File: config.mk
export PLATFORM = sky130hd
export DESIGN_NAME = kmeans_assign_and_update_2d_unit
export DESIGN_NICKNAME = d
export VERILOG_FILES = /design/src/hw/rtl/kmau_pkg.sv /design/src/hw/rtl/kmau_divider.sv /design/src/hw/rtl/kmau_datapath.sv /design/src/hw/rtl/kmau_ctrl.sv /design/src/hw/rtl/kmeans_assign_and_update_2d_unit.sv
export SDC_FILE = /design/constraint.sdc
export NUM_CORES = 2
export LEC_CHECK = 0
export BUFFER_PORTS_ARGS = -buffer_cell sky130_fd_sc_hd__buf_2
export CAP_MARGIN = 25
export CELL_PAD_IN_SITES_DETAIL_PLACEMENT = 1
export CELL_PAD_IN_SITES_GLOBAL_PLACEMENT = 2
export CORE_UTILIZATION = 50
export DETAILED_ROUTE_END_ITERATION = 12
export PLACE_DENSITY = 0.95
export RECOVER_POWER = 25
export REMOVE_ABC_BUFFERS = 1
export SETUP_SLACK_MARGIN = 0.4
export SYNTH_ARGS = -nofsm -noshare
export SYNTH_HDL_FRONTEND = slang
export SYNTH_SLANG_ARGS = --single-unit
File: constraint.sdc
create_clock -name i_clk -period 24.9 [get_ports i_clk]
set_clock_uncertainty 0.15 [all_clocks]
set_input_delay 4.98 -clock i_clk [delete_from_list [all_inputs] [get_ports i_clk]]
set_output_delay 4.98 -clock i_clk [all_outputs]
set_load 0.02 [all_outputs]
File: src/hw/rtl/kmau_pkg.sv
// ----------------------------------------------------------------------------
// kmau_pkg: shared types and constants for the 2-D k-means unit
// Command codes, controller states and controller/datapath command structs.
// ----------------------------------------------------------------------------
package kmau_pkg;

    localparam int unsigned CLUSTER_SLOTS_DEF = 8;
    localparam int unsigned COORD_BITS_DEF    = 16;
    localparam int unsigned COUNT_BITS_DEF    = 20;
    localparam int unsigned CMD_BITS          = 2;
    localparam int unsigned SLOT_BITS         = 3;
    localparam int unsigned IO_COORD_BITS     = 16;
    localparam int unsigned K_BITS            = 4;
    localparam logic [K_BITS-1:0] K_RESET     = 4'd8;

    typedef enum logic [CMD_BITS-1:0] {
        CMD_LOAD   = 2'd0,
        CMD_ASSIGN = 2'd1,
        CMD_UPDATE = 2'd2,
        CMD_NONE   = 2'd3
    } t_cmd;

    typedef enum logic [3:0] {
        ST_IDLE,
        ST_CLEAR,
        ST_LOAD,
        ST_DIST,
        ST_CMP,
        ST_ASN_OUT,
        ST_UPD_START,
        ST_UPD_DIV,
        ST_UPD_OUT,
        ST_UPD_CLR
    } t_state;

    // controller -> datapath
    typedef struct packed {
        logic capture;   // latch the input item
        logic load;      // write centroid slot
        logic clr_acc;   // clear accumulator row r_clr and advance the sweep
        logic clr_cent;  // clear centroid row r_clr (reset sweep only)
        logic sq_calc;   // compute squared differences for current index
        logic cmp;       // compare and advance
        logic asn_acc;   // accumulate point and make assign result
        logic div_start; // start dividers for current index
        logic upd_out;   // store new centroid, make update result
        logic idx_rst;   // walk index to zero
    } t_dp_cmd;

    // datapath -> controller
    typedef struct packed {
        logic       walk_end;   // index is last active cluster
        logic       div_done;
        logic       clr_end;    // clearing sweep on last row
    } t_dp_sts;

endpackage

File: src/hw/rtl/kmau_divider.sv
// ----------------------------------------------------------------------------
// kmau_divider: restoring divider, one quotient bit per cycle
// Computes num / den truncated, keeping the low QBITS of the quotient.
// ----------------------------------------------------------------------------
module kmau_divider #(
    parameter int unsigned NBITS = 36,
    parameter int unsigned DBITS = 20,
    parameter int unsigned QBITS = 16
) (
    input  logic             i_clk,
    input  logic             i_rst_n,
    input  logic             i_start,
    input  logic [NBITS-1:0] i_num,
    input  logic [DBITS-1:0] i_den,
    output logic             o_done,
    output logic [QBITS-1:0] o_quot
);
    localparam int unsigned CBITS = $clog2(NBITS + 1);

    logic             r_busy;
    logic [CBITS-1:0] r_cnt;
    logic [NBITS-1:0] r_num;
    logic [DBITS-1:0] r_den;
    logic [DBITS:0]   r_rem;
    logic [QBITS-1:0] r_quot;
    logic [DBITS:0]   w_sh;
    logic [DBITS:0]   w_diff;
    logic             w_ge;

    // shift next numerator bit into the partial remainder
    assign w_sh   = {r_rem[DBITS-1:0], r_num[NBITS-1]};
    assign w_ge   = w_sh >= {1'b0, r_den};
    assign w_diff = w_sh - {1'b0, r_den};

    always_ff @(posedge i_clk) begin
        if (!i_rst_n) begin
            r_busy <= 1'b0;
            r_cnt  <= '0;
        end else if (i_start) begin
            r_busy <= 1'b1;
            r_cnt  <= CBITS'(NBITS);
        end else if (r_busy) begin
            r_cnt <= r_cnt - 1'b1;
            if (r_cnt == CBITS'(1)) begin
                r_busy <= 1'b0;
            end
        end
    end

    always_ff @(posedge i_clk) begin
        if (i_start) begin
            r_num  <= i_num;
            r_den  <= i_den;
            r_rem  <= '0;
            r_quot <= '0;
        end else if (r_busy) begin
            r_num  <= {r_num[NBITS-2:0], 1'b0};
            r_rem  <= w_ge ? w_diff : w_sh;
            r_quot <= {r_quot[QBITS-2:0], w_ge};
        end
    end

    assign o_done = !r_busy && !i_start;
    assign o_quot = r_quot;
endmodule

File: src/hw/rtl/kmau_datapath.sv
// ----------------------------------------------------------------------------
// kmau_datapath: centroid and accumulator tables, distance unit, dividers
// Each distance is a multiply step, then a compare step; one output register.
// ----------------------------------------------------------------------------
module kmau_datapath #(
    parameter int unsigned CLUSTER_SLOTS = kmau_pkg::CLUSTER_SLOTS_DEF,
    parameter int unsigned COORD_BITS    = kmau_pkg::COORD_BITS_DEF,
    parameter int unsigned COUNT_BITS    = kmau_pkg::COUNT_BITS_DEF
) (
    input  logic                                  i_clk,
    input  logic                                  i_rst_n,
    input  kmau_pkg::t_dp_cmd                     i_cmd,
    input  logic [kmau_pkg::K_BITS-1:0]           i_k,
    input  logic [kmau_pkg::IO_COORD_BITS-1:0]    i_x,
    input  logic [kmau_pkg::IO_COORD_BITS-1:0]    i_y,
    input  logic [kmau_pkg::SLOT_BITS-1:0]        i_slot,
    output kmau_pkg::t_dp_sts                     o_sts,
    output logic [kmau_pkg::SLOT_BITS-1:0]        o_idx,
    output logic [kmau_pkg::IO_COORD_BITS-1:0]    o_cx,
    output logic [kmau_pkg::IO_COORD_BITS-1:0]    o_cy,
    output logic                                  o_changed,
    output logic                                  o_last
);
    localparam int unsigned IW     = (CLUSTER_SLOTS > 1) ? $clog2(CLUSTER_SLOTS) : 1;
    localparam int unsigned SUMB   = COORD_BITS + COUNT_BITS;
    localparam int unsigned DISTB  = 2 * COORD_BITS + 1;
    localparam int unsigned SLOTS  = (CLUSTER_SLOTS < 8) ? CLUSTER_SLOTS : 8;
    localparam int unsigned IOB    = kmau_pkg::IO_COORD_BITS;
    localparam int unsigned SB     = kmau_pkg::SLOT_BITS;
    localparam int unsigned WB     = (IW > SB) ? IW : SB;

    logic [COORD_BITS-1:0] r_cx [CLUSTER_SLOTS];
    logic [COORD_BITS-1:0] r_cy [CLUSTER_SLOTS];
    logic [SUMB-1:0]       r_sx [CLUSTER_SLOTS];
    logic [SUMB-1:0]       r_sy [CLUSTER_SLOTS];
    logic [COUNT_BITS-1:0] r_cnt [CLUSTER_SLOTS];

    logic [COORD_BITS-1:0] r_px, r_py;
    logic [SB-1:0]         r_slot;
    logic [WB-1:0]         r_wi;     // walk index
    logic [IW-1:0]         r_clr;    // clearing sweep index
    logic [WB-1:0]         r_best;
    logic [DISTB-1:0]      r_bdist;
    logic [2*COORD_BITS-1:0] r_dx2, r_dy2;
    logic [SB-1:0]         w_lim;    // last active index
    logic                  w_div_dx, w_div_dy;
    logic [COORD_BITS-1:0] w_qx, w_qy;
    logic [COORD_BITS-1:0] w_cxi, w_cyi, w_dx, w_dy;
    logic [DISTB-1:0]      w_dist;
    logic [IW-1:0]         w_wi, w_bi;
    logic [COORD_BITS-1:0] w_nx, w_ny;

    assign w_wi = IW'(r_wi);
    assign w_bi = IW'(r_best);

    // effective k: 0 acts as 1, capped at addressable slots
    always_comb begin
        if (i_k == '0) begin
            w_lim = '0;
        end else if (i_k > kmau_pkg::K_BITS'(SLOTS)) begin
            w_lim = SB'(SLOTS - 1);
        end else begin
            w_lim = SB'(i_k - 1'b1);
        end
    end

    assign w_cxi = r_cx[w_wi];
    assign w_cyi = r_cy[w_wi];
    assign w_dx  = (r_px > w_cxi) ? r_px - w_cxi : w_cxi - r_px;
    assign w_dy  = (r_py > w_cyi) ? r_py - w_cyi : w_cyi - r_py;
    assign w_dist = {1'b0, r_dx2} + {1'b0, r_dy2};

    assign o_sts.walk_end = (SB'(r_wi) == w_lim);
    assign o_sts.div_done = w_div_dx && w_div_dy;
    assign o_sts.clr_end  = (r_clr == IW'(CLUSTER_SLOTS - 1));

    // input capture, distance squares, walk
    always_ff @(posedge i_clk) begin
        if (i_cmd.capture) begin
            r_px   <= COORD_BITS'(i_x);
            r_py   <= COORD_BITS'(i_y);
            r_slot <= i_slot;
        end
        if (i_cmd.sq_calc) begin
            r_dx2 <= w_dx * w_dx;
            r_dy2 <= w_dy * w_dy;
        end
        if (i_cmd.idx_rst) begin
            r_wi <= '0;
        end else if (i_cmd.cmp || i_cmd.upd_out) begin
            r_wi <= r_wi + 1'b1;
        end
        if (i_cmd.cmp) begin
            if (r_wi == '0 || w_dist < r_bdist) begin
                r_best  <= r_wi;
                r_bdist <= w_dist;
            end
        end
    end

    always_ff @(posedge i_clk) begin
        if (!i_rst_n) begin
            r_clr <= '0;
        end else if (i_cmd.clr_acc) begin
            r_clr <= o_sts.clr_end ? '0 : r_clr + 1'b1;
        end
    end

    kmau_divider #(.NBITS(SUMB), .DBITS(COUNT_BITS), .QBITS(COORD_BITS)) u_div_x (
        .i_clk(i_clk), .i_rst_n(i_rst_n), .i_start(i_cmd.div_start),
        .i_num(r_sx[w_wi]), .i_den(r_cnt[w_wi]), .o_done(w_div_dx), .o_quot(w_qx)
    );
    kmau_divider #(.NBITS(SUMB), .DBITS(COUNT_BITS), .QBITS(COORD_BITS)) u_div_y (
        .i_clk(i_clk), .i_rst_n(i_rst_n), .i_start(i_cmd.div_start),
        .i_num(r_sy[w_wi]), .i_den(r_cnt[w_wi]), .o_done(w_div_dy), .o_quot(w_qy)
    );

    assign w_nx = (r_cnt[w_wi] != '0) ? w_qx : w_cxi;
    assign w_ny = (r_cnt[w_wi] != '0) ? w_qy : w_cyi;

    // tables and result register
    always_ff @(posedge i_clk) begin
        if (i_cmd.clr_acc) begin
            r_sx[r_clr]  <= '0;
            r_sy[r_clr]  <= '0;
            r_cnt[r_clr] <= '0;
        end
        if (i_cmd.clr_cent) begin
            r_cx[r_clr] <= '0;
            r_cy[r_clr] <= '0;
        end
        if (i_cmd.load && ({1'b0, r_slot} < (SB+1)'(SLOTS))) begin
            r_cx[IW'(r_slot)] <= r_px;
            r_cy[IW'(r_slot)] <= r_py;
        end
        if (i_cmd.asn_acc) begin
            o_idx     <= SB'(r_best);
            o_cx      <= IOB'(r_cx[w_bi]);
            o_cy      <= IOB'(r_cy[w_bi]);
            o_changed <= (SB'(r_best) != r_slot);
            o_last    <= 1'b1;
            if (r_cnt[w_bi] != {COUNT_BITS{1'b1}}) begin
                r_cnt[w_bi] <= r_cnt[w_bi] + 1'b1;
                r_sx[w_bi]  <= r_sx[w_bi] + SUMB'(r_px);
                r_sy[w_bi]  <= r_sy[w_bi] + SUMB'(r_py);
            end
        end
        if (i_cmd.upd_out) begin
            o_idx       <= SB'(r_wi);
            o_cx        <= IOB'(w_nx);
            o_cy        <= IOB'(w_ny);
            o_changed   <= (w_nx != w_cxi) || (w_ny != w_cyi);
            o_last      <= o_sts.walk_end;
            r_cx[w_wi]  <= w_nx;
            r_cy[w_wi]  <= w_ny;
        end
    end

    // assign result must name an active cluster
    a_best_active: assert property (@(posedge i_clk) disable iff (!i_rst_n)
        i_cmd.asn_acc |-> (SB'(r_best) <= w_lim))
        else $error("best cluster beyond active range");
    // dividers are idle whenever a new division starts
    a_div_idle: assert property (@(posedge i_clk) disable iff (!i_rst_n)
        $rose(i_cmd.div_start) |-> $past(o_sts.div_done))
        else $error("divider restarted while busy");
    // update results come out in cluster order
    a_upd_order: assert property (@(posedge i_clk) disable iff (!i_rst_n)
        i_cmd.upd_out |=> (o_idx == $past(SB'(r_wi))))
        else $error("update result out of order");
endmodule

File: src/hw/rtl/kmau_ctrl.sv
// ----------------------------------------------------------------------------
// kmau_ctrl: controller for the 2-D k-means unit
// Sequences reset clearing, centroid walk, per-cluster division and output.
// ----------------------------------------------------------------------------
module kmau_ctrl (
    input  logic                                i_clk,
    input  logic                                i_rst_n,
    input  logic                                i_in_valid,
    input  logic [kmau_pkg::CMD_BITS-1:0]       i_in_cmd,
    output logic                                o_in_ready,
    output logic                                o_out_valid,
    input  logic                                i_out_ready,
    input  kmau_pkg::t_dp_sts                   i_sts,
    output kmau_pkg::t_dp_cmd                   o_cmd
);
    kmau_pkg::t_state r_state, n_state;
    logic             r_ov, n_ov;
    logic             w_take, w_oslot;

    assign w_oslot   = !r_ov || i_out_ready;
    assign o_out_valid = r_ov;

    always_ff @(posedge i_clk) begin
        if (!i_rst_n) begin
            r_state <= kmau_pkg::ST_CLEAR;
            r_ov    <= 1'b0;
        end else begin
            r_state <= n_state;
            r_ov    <= n_ov;
        end
    end

    always_comb begin
        n_state    = r_state;
        n_ov       = r_ov && !i_out_ready;
        o_cmd      = '0;
        o_in_ready = 1'b0;
        w_take     = 1'b0;
        unique case (r_state)
            // reset sweep clears centroids and accumulators
            kmau_pkg::ST_CLEAR: begin
                o_cmd.clr_acc  = 1'b1;
                o_cmd.clr_cent = 1'b1;
                if (i_sts.clr_end) begin
                    n_state = kmau_pkg::ST_IDLE;
                end
            end
            kmau_pkg::ST_IDLE: begin
                o_in_ready    = 1'b1;
                w_take        = i_in_valid;
                o_cmd.capture = w_take;
                o_cmd.idx_rst = w_take;
                if (w_take) begin
                    unique case (kmau_pkg::t_cmd'(i_in_cmd))
                        kmau_pkg::CMD_LOAD:   n_state = kmau_pkg::ST_LOAD;
                        kmau_pkg::CMD_ASSIGN: n_state = kmau_pkg::ST_DIST;
                        kmau_pkg::CMD_UPDATE: n_state = kmau_pkg::ST_UPD_START;
                        default:              n_state = kmau_pkg::ST_IDLE;
                    endcase
                end
            end
            // one-cycle centroid write for a load item
            kmau_pkg::ST_LOAD: begin
                o_cmd.load = 1'b1;
                n_state    = kmau_pkg::ST_IDLE;
            end
            kmau_pkg::ST_DIST: begin
                o_cmd.sq_calc = 1'b1;
                n_state       = kmau_pkg::ST_CMP;
            end
            kmau_pkg::ST_CMP: begin
                o_cmd.cmp = 1'b1;
                if (i_sts.walk_end) begin
                    n_state = kmau_pkg::ST_ASN_OUT;
                end else begin
                    n_state = kmau_pkg::ST_DIST;
                end
            end
            kmau_pkg::ST_ASN_OUT: begin
                if (w_oslot) begin
                    o_cmd.asn_acc = 1'b1;
                    n_ov          = 1'b1;
                    n_state       = kmau_pkg::ST_IDLE;
                end
            end
            kmau_pkg::ST_UPD_START: begin
                o_cmd.div_start = 1'b1;
                n_state         = kmau_pkg::ST_UPD_DIV;
            end
            kmau_pkg::ST_UPD_DIV: begin
                if (i_sts.div_done) begin
                    n_state = kmau_pkg::ST_UPD_OUT;
                end
            end
            kmau_pkg::ST_UPD_OUT: begin
                if (w_oslot) begin
                    o_cmd.upd_out = 1'b1;
                    n_ov          = 1'b1;
                    n_state       = i_sts.walk_end ? kmau_pkg::ST_UPD_CLR
                                                   : kmau_pkg::ST_UPD_START;
                end
            end
            // after an update the sweep clears accumulators only
            kmau_pkg::ST_UPD_CLR: begin
                o_cmd.clr_acc = 1'b1;
                if (i_sts.clr_end) begin
                    n_state = kmau_pkg::ST_IDLE;
                end
            end
            default: n_state = kmau_pkg::ST_IDLE;
        endcase
    end

    // input is taken only when idle
    a_ready_idle: assert property (@(posedge i_clk) disable iff (!i_rst_n)
        o_in_ready |-> (r_state == kmau_pkg::ST_IDLE))
        else $error("ready outside idle");
    // a result is never written over while still pending
    a_no_overrun: assert property (@(posedge i_clk) disable iff (!i_rst_n)
        (r_ov && !i_out_ready) |-> !(o_cmd.asn_acc || o_cmd.upd_out))
        else $error("result overrun");
    // an assign walk ends in its result state
    a_walk_out: assert property (@(posedge i_clk) disable iff (!i_rst_n)
        (r_state == kmau_pkg::ST_CMP && i_sts.walk_end)
        |=> (r_state == kmau_pkg::ST_ASN_OUT))
        else $error("walk did not end in output");
endmodule

File: src/hw/rtl/kmeans_assign_and_update_2d_unit.sv
// ----------------------------------------------------------------------------
// kmeans_assign_and_update_2d_unit: one pass of 2-D k-means, Q0.16
// Load, assign (nearest centroid) and update (new means) on a stream.
//
//  channel   dir  fields
//  s_axis    in   tuser: command[1:0]; tdata: x[15:0] y[31:16] slot[34:32]
//  m_axis    out  tdata: cluster[2:0] x[18:3] y[34:19] changed[35]; tlast
//  cfg       in   i_cfg_wr / i_cfg_data: active_clusters
//
// Load writes one centroid slot; assign walks the active centroids one
// distance at a time (multiply, then compare) through one multiplier pair;
// update runs the bit-serial dividers (SUM = COORD_BITS+COUNT_BITS bits)
// per active cluster, then clears the CLUSTER_SLOTS accumulator rows. After
// reset a clearing pass over CLUSTER_SLOTS rows runs before input is taken.
// A stalled output holds the controller; one item is worked on at a time.
// ----------------------------------------------------------------------------
module kmeans_assign_and_update_2d_unit #(
    parameter int unsigned CLUSTER_SLOTS = kmau_pkg::CLUSTER_SLOTS_DEF,
    parameter int unsigned COORD_BITS    = kmau_pkg::COORD_BITS_DEF,
    parameter int unsigned COUNT_BITS    = kmau_pkg::COUNT_BITS_DEF
) (
    input  logic        i_clk,
    input  logic        i_rst_n,
    input  logic        s_axis_tvalid,
    output logic        s_axis_tready,
    // command
    input  logic [1:0]  s_axis_tuser,
    // coord_x, coord_y, slot_index from bit 0 up
    input  logic [39:0] s_axis_tdata,
    output logic        m_axis_tvalid,
    input  logic        m_axis_tready,
    // cluster_index, centroid_x, centroid_y, changed from bit 0 up
    output logic [39:0] m_axis_tdata,
    output logic        m_axis_tlast,
    input  logic        i_cfg_wr,
    input  logic [3:0]  i_cfg_data
);
    kmau_pkg::t_dp_cmd w_cmd;
    kmau_pkg::t_dp_sts w_sts;
    logic [kmau_pkg::K_BITS-1:0] r_k;
    logic [2:0]  w_idx;
    logic [15:0] w_cx, w_cy;
    logic        w_chg;

    // active cluster count register
    always_ff @(posedge i_clk) begin
        if (!i_rst_n) begin
            r_k <= kmau_pkg::K_RESET;
        end else if (i_cfg_wr) begin
            r_k <= i_cfg_data;
        end
    end

    kmau_ctrl u_ctrl (
        .i_clk(i_clk), .i_rst_n(i_rst_n),
        .i_in_valid(s_axis_tvalid), .i_in_cmd(s_axis_tuser),
        .o_in_ready(s_axis_tready), .o_out_valid(m_axis_tvalid),
        .i_out_ready(m_axis_tready), .i_sts(w_sts), .o_cmd(w_cmd)
    );

    kmau_datapath #(
        .CLUSTER_SLOTS(CLUSTER_SLOTS), .COORD_BITS(COORD_BITS), .COUNT_BITS(COUNT_BITS)
    ) u_dp (
        .i_clk(i_clk), .i_rst_n(i_rst_n), .i_cmd(w_cmd), .i_k(r_k),
        .i_x(s_axis_tdata[15:0]), .i_y(s_axis_tdata[31:16]),
        .i_slot(s_axis_tdata[34:32]), .o_sts(w_sts),
        .o_idx(w_idx), .o_cx(w_cx), .o_cy(w_cy),
        .o_changed(w_chg), .o_last(m_axis_tlast)
    );

    assign m_axis_tdata = {4'd0, w_chg, w_cy, w_cx, w_idx};
endmodule
Word-level counts from Yosys, hierarchy flattened
Memories as Yosys holds them, arrays and structs flattened. A register that Yosys moved wholly into a read port is not among the register bits.
Cells that the tools add are included.
Widths: inputs -> output; s select.

word-level totals
  memories kept = 5
  bits in writable memories = 992
  output and inout bits = 43
  flip-flop bits (word level) = 365
  logic and storage cells = 218
  input port bits = 51

memories
  memory      depth  bits a word  read ports  clocked after memory_dff  write ports  line                 source
  u_dp.r_sx   8      36           2           2                         1            kmau_datapath.sv:34  logic [SUMB-1:0] r_sx [CLUSTER_SLOTS];
  u_dp.r_sy   8      36           2           2                         1            kmau_datapath.sv:35  logic [SUMB-1:0] r_sy [CLUSTER_SLOTS];
  u_dp.r_cnt  8      20           2           2                         1            kmau_datapath.sv:36  logic [COUNT_BITS-1:0] r_cnt [CLUSTER_SLOTS];
  u_dp.r_cx   8      16           2           2                         1            kmau_datapath.sv:32  logic [COORD_BITS-1:0] r_cx [CLUSTER_SLOTS];
  u_dp.r_cy   8      16           2           2                         1            kmau_datapath.sv:33  logic [COORD_BITS-1:0] r_cy [CLUSTER_SLOTS];

operators by class
  magnitude comparators = 6
  multipliers = 2
  reductions and logical operators = 33
  equal/unequal tests = 24
  bitwise logic cells = 1
  mux-type cells = 102
  $add $sub $neg = 15

operators with widths
  operator               number
  $mux 36                6
  $mux 16                12
  $mux 3                 28
  $add 36x16->36         2
  $reduce_or 36->1       2
  $mul 16x16->32         2
  $reduce_or 16->1       4
  $sub 16x16->16         4
  $mux 20                3
  $ge 21x20->1           2
  $mux 1                 41
  $sub 20x20->20         2
  $add 32x32->33         1
  $lt 33x33->1           1
  $gt 16x16->1           2
  $ne 16x16->1           2
  $pmux 4 s8             1
  $mux 4                 6
  $mux 6                 4
  $add 20x1->20 const B  1
  $ne 20x20->1 const B   1
  $reduce_bool 20->1     1
  $reduce_or 20->1       1
  $eq 4x3->1 const B     4
  27 further kinds       50

Longest topological paths before layout
  depth in word-level cells = 8
  depth in mapped cells = 46
  depth with buffers taken out = 40

Cells and area by module
A second synthesis with hierarchy kept.

unflattened totals
  cells, all modules = 7,560
  area, all modules = 90,279.1 um2

by module, submodules not included
  module                            times used  area an instance (um2)  cells each  seq. area each (um2)
  kmau_datapath                     1           79,451.2                6,566       35,133.7
  kmau_divider (u_dp.u_div_x)       1           5,096.1                 471         2,542.4
  kmau_divider (u_dp.u_div_y)       1           5,077.4                 445         2,542.4
  kmau_ctrl                         1           465.4                   59          100.1
  kmeans_assign_and_update_2d_unit  1           188.9                   19          80.1

Worst setup path before layout
No wires, ideal clock.

  path kind = input port to flip-flop
  start point = input m_axis_tready
  end point = memory u_dp.r_cnt[0][0] (netlist bit), enable pin
  data required time = 24.207 ns
  slack = 14.429 ns
  path buffers = 1
  library setup time = 0.543 ns
  arrival = 9.777 ns
  stages = 6
  cell sequence = nand2b_1 -> nand4_1 -> a21o_1 -> buf_2 -> mux2_4 -> nor2_1

on the way
  longest elaborated chain between the ends = 7
  elaborated cells between the ends (all ways) = 8
  those cells by class = mux: 6; reduce/logical: 2

RTL lines
  element                                     line                                    source
  from (decl)                                 kmeans_assign_and_update_2d_unit.sv:31  input logic m_axis_tready,
  $logic_or 1x1->1 *                          kmau_ctrl.sv:20                         assign w_oslot = !r_ov || i_out_ready;
  $mux 1 *                                    kmau_ctrl.sv:80                         if (w_oslot) begin
  $mux 1 *                                    kmau_ctrl.sv:39                         unique case (r_state)
  $mux 1 *                                    kmau_datapath.sv:136                    if (i_cmd.asn_acc) begin
  $mux 1 (implied by the code) *              kmau_datapath.sv:143                    r_cnt[w_bi] <= r_cnt[w_bi] + 1'b1;
  $reduce_or 20->1 (no line)                  -
  $mux 3 (no line) or $mux 1 (tied branches)  -
  to (decl)                                   kmau_datapath.sv:36

Every way passes the cells marked *; elsewhere a longest branch is shown, timed or not.

==> run summary <==
Post-synth EDFFs = 1254
CORE AREA = 0.1650 sq mm
Clock root buffer = clkbuf_16
Sequential fraction of the synthesis area = 0.4791
Post-DP HPWL = 160400 um
Mean post-synth cell area = 13.47 sq um
CTS sink cnt = 1361
Post-synth top area share = 0.4533
Synth cell count leaders = edfxtp_1, inv_1, mux4_2
Maxcap violations = 16
Fraction of layout cells with a size suffix above 1 = 0.1544
CP Class = flip-flop to flip-flop
Drt total wl = 244300 um
Cell Rows = 149
IO Port Bufs = 84
Antenna violations before repair = 6
Vias per cell = 6.383
Dpl cells = 8261
Wirelength per Cell = 28.62 um
Area leader, netlist = edfxtp_1
WP depth = 37
CP top delay family = buffers and inverters
Most common cell in the netlist = edfxtp_1
Top cells by area, synth = edfxtp_1, mux4_2, fa_1
Final critical-path required period = 16810 ps
Clock-pin slew on the worst setup and hold paths = 60 ps
Largest net degree at the start of global routing = 135
Status = finished with violations
Slew @ Worst Pin = 4242 ps
CTS tree = yes
Final Non-Filler Cells = 8536
Arrival time worst endpoint = 17220 ps
DR vias = 54490
Area grow syn2layout = 9.095%
Worst slack, placed = 11080 ps
Crit Path Max Fanout = 41
Die height = 409.6 um
Clock tree buffer depth = 3
Failing checks = design-rule violations, max-capacitance violations, max-slew violations
CP Capture Type = flip-flop
Hold Crit Class = flip-flop to flip-flop
Detailed Route Iter0 Violations = 5106
Postcts setup bufs = 0
TritonCTS Buffers = 147
GRT Overall Usage = 0.2916
Nets = 7014
H-tree levels = 4
Top_reg_cell synth = edfxtp_1
Synth Cell Area = 0.08307 sq mm
Placer Congestion = 0.8820
Cells after synthesis = 6168
Initial Util = 0.5035
Setup TNS = 0 ps
Hold Vio Cnt, Final = 0
Diode count = 0
Yosys warnings = 0
RSZ-0062 raised after global routing = no
Antenna-violating nets left = 0
Clock Latency Late Sink = 840 ps
FILL cells = 15970
Worst setup path end = u_dp.r_dx2[31]
Final worst-path cycle share = 0.6751
Yosys cell types = 101
Vias in the first global route = 59410
Max-slew violations = 674
Buf+Inv Stages, Crit Path = 7
Synthesized flop and latch total = 1361
First-pass GRT wire length = 367100 um
Worst endpoint required time = 25310 ps
Die width = 409.6 um
CP Launch Type = flip-flop
Overflow after GRT = 0
Post-CTS Resized = 0
Worst r2r dst = u_dp.r_dx2[31]
DRC = 12
R2R Setup Slk = 8090 ps
Max-slew headroom = -1.828
Die area = 0.1678 sq mm
Count of boundary I/O pins = 94
Asr flop ratio synth = 0
Most frequent CP cell = fa_1
Slowest-stage cell, CP = clkbuf_1
Worst setup margin = 8090 ps
R2R cell count = 37
Final setup fails = 0
Slowest Stage Delay on Critical Path = 2960 ps
Highest Clock Rate = 59.49 MHz
Drt pass-1 iters = 10
Hold_buf cts = 0
-- through the flow --
step / cell area (sq um) / util / hold slack (ps)
finish: 90620 / 0.5493 / 315.8
global route: 90620 / 0.5493 / 339.6
CTS: 90730 / 0.5499 / 315.9
global placement: 85760 / 0.5198 / 294.7
detailed placement: 85890 / 0.5206 / 306.6
floorplan: 81600 / - / 283.5
-- cells by family (layout without fill, tap and decap cells) --
group,Yosys count,after routing,synth area share
AO/OA/AOI/OAI,836,836,0.06218
XOR/XNOR,270,270,0.02937
adder cells (fa/ha/maj),739,739,0.1414
buffers and inverters,931,1107,0.04692
flip-flops,1361,1361,0.4791
multiplexers,795,795,0.1726
other,1,4,0.00004514
AND/OR/NAND/NOR,1235,1235,0.06837
-- routing by layer --
layer  up-vias  track usage  wire length [um]
li1      22800            -                 -
met1     28300       0.3669             92630
met2      2663       0.4850            119600
met3       714      0.05714             19800
met4         6       0.1382             12250
met5         -            0                36
-- cells in the final DEF, fill, tap and decap left out, types with 62 or more instances in the layout --
cell / instances
edfxtp_1: 1254
inv_1: 631
mux4_2: 472
nor2_1: 447
ha_1: 405
nand2_1: 347
fa_1: 333
a21oi_1: 261
o21ai_0: 239
mux2i_1: 230
xnor2_1: 158
clkbuf_16: 147
xor2_1: 102
dfxtp_1: 100
a21o_1: 86
clkbuf_1: 82
nor3_1: 77
buf_4: 77
nor2b_1: 72
buf_2: 66
a211oi_1: 62
-- flip-flops by register name, summed over array words and instances (netlist names), 31 cells and up, named ones only --
register / cells
u_dp.r_bdist: 33
u_dp.r_cnt: 160
u_dp.r_cx: 128
u_dp.r_cy: 128
u_dp.r_dx2: 31
u_dp.r_dy2: 31
u_dp.r_sx: 288
u_dp.r_sy: 288
u_dp.u_div_x.r_num: 36
u_dp.u_div_y.r_num: 36
-- cell type report --
type	instances	area, sq um	share of cell area
clock buffer	201	3961	0.04371
clock inverter	70	874.6	0.009651
inverter	644	2417	0.02667
multi-input combinational	3879	39520	0.4361
sequential	1361	39820	0.4394
tap	2189	2739	0.03022
timing repair buffer	192	1294	0.01428
-- worst min-delay path, stage by stage (launching register included) --
cell     delay (ps)
dfxtp_1         310
inv_1            50
o32ai_1          60
-- worst min-delay path by stage --
stage	start	end	slack, ps	cells after the start
4_1_cts	u_dp.u_div_x.r_rem[19]	u_dp.u_div_x.r_rem[19]	320	2
5_1_grt	u_dp.u_div_x.r_rem[19]	u_dp.u_div_x.r_rem[19]	340	2
3_5_place_dp	u_dp.u_div_x.r_rem[19]	u_dp.u_div_x.r_rem[19]	310	2
6_report	u_dp.u_div_x.r_rem[19]	u_dp.u_div_x.r_rem[19]	320	2
2_1_floorplan	u_dp.u_div_x.r_rem[19]	u_dp.u_div_x.r_rem[19]	280	2
3_3_place_gp	u_dp.u_div_x.r_rem[19]	u_dp.u_div_x.r_rem[19]	290	2
Power is not shown: default switching activity piles up to over one toggle a cycle in this logic, so the estimate is an artifact.
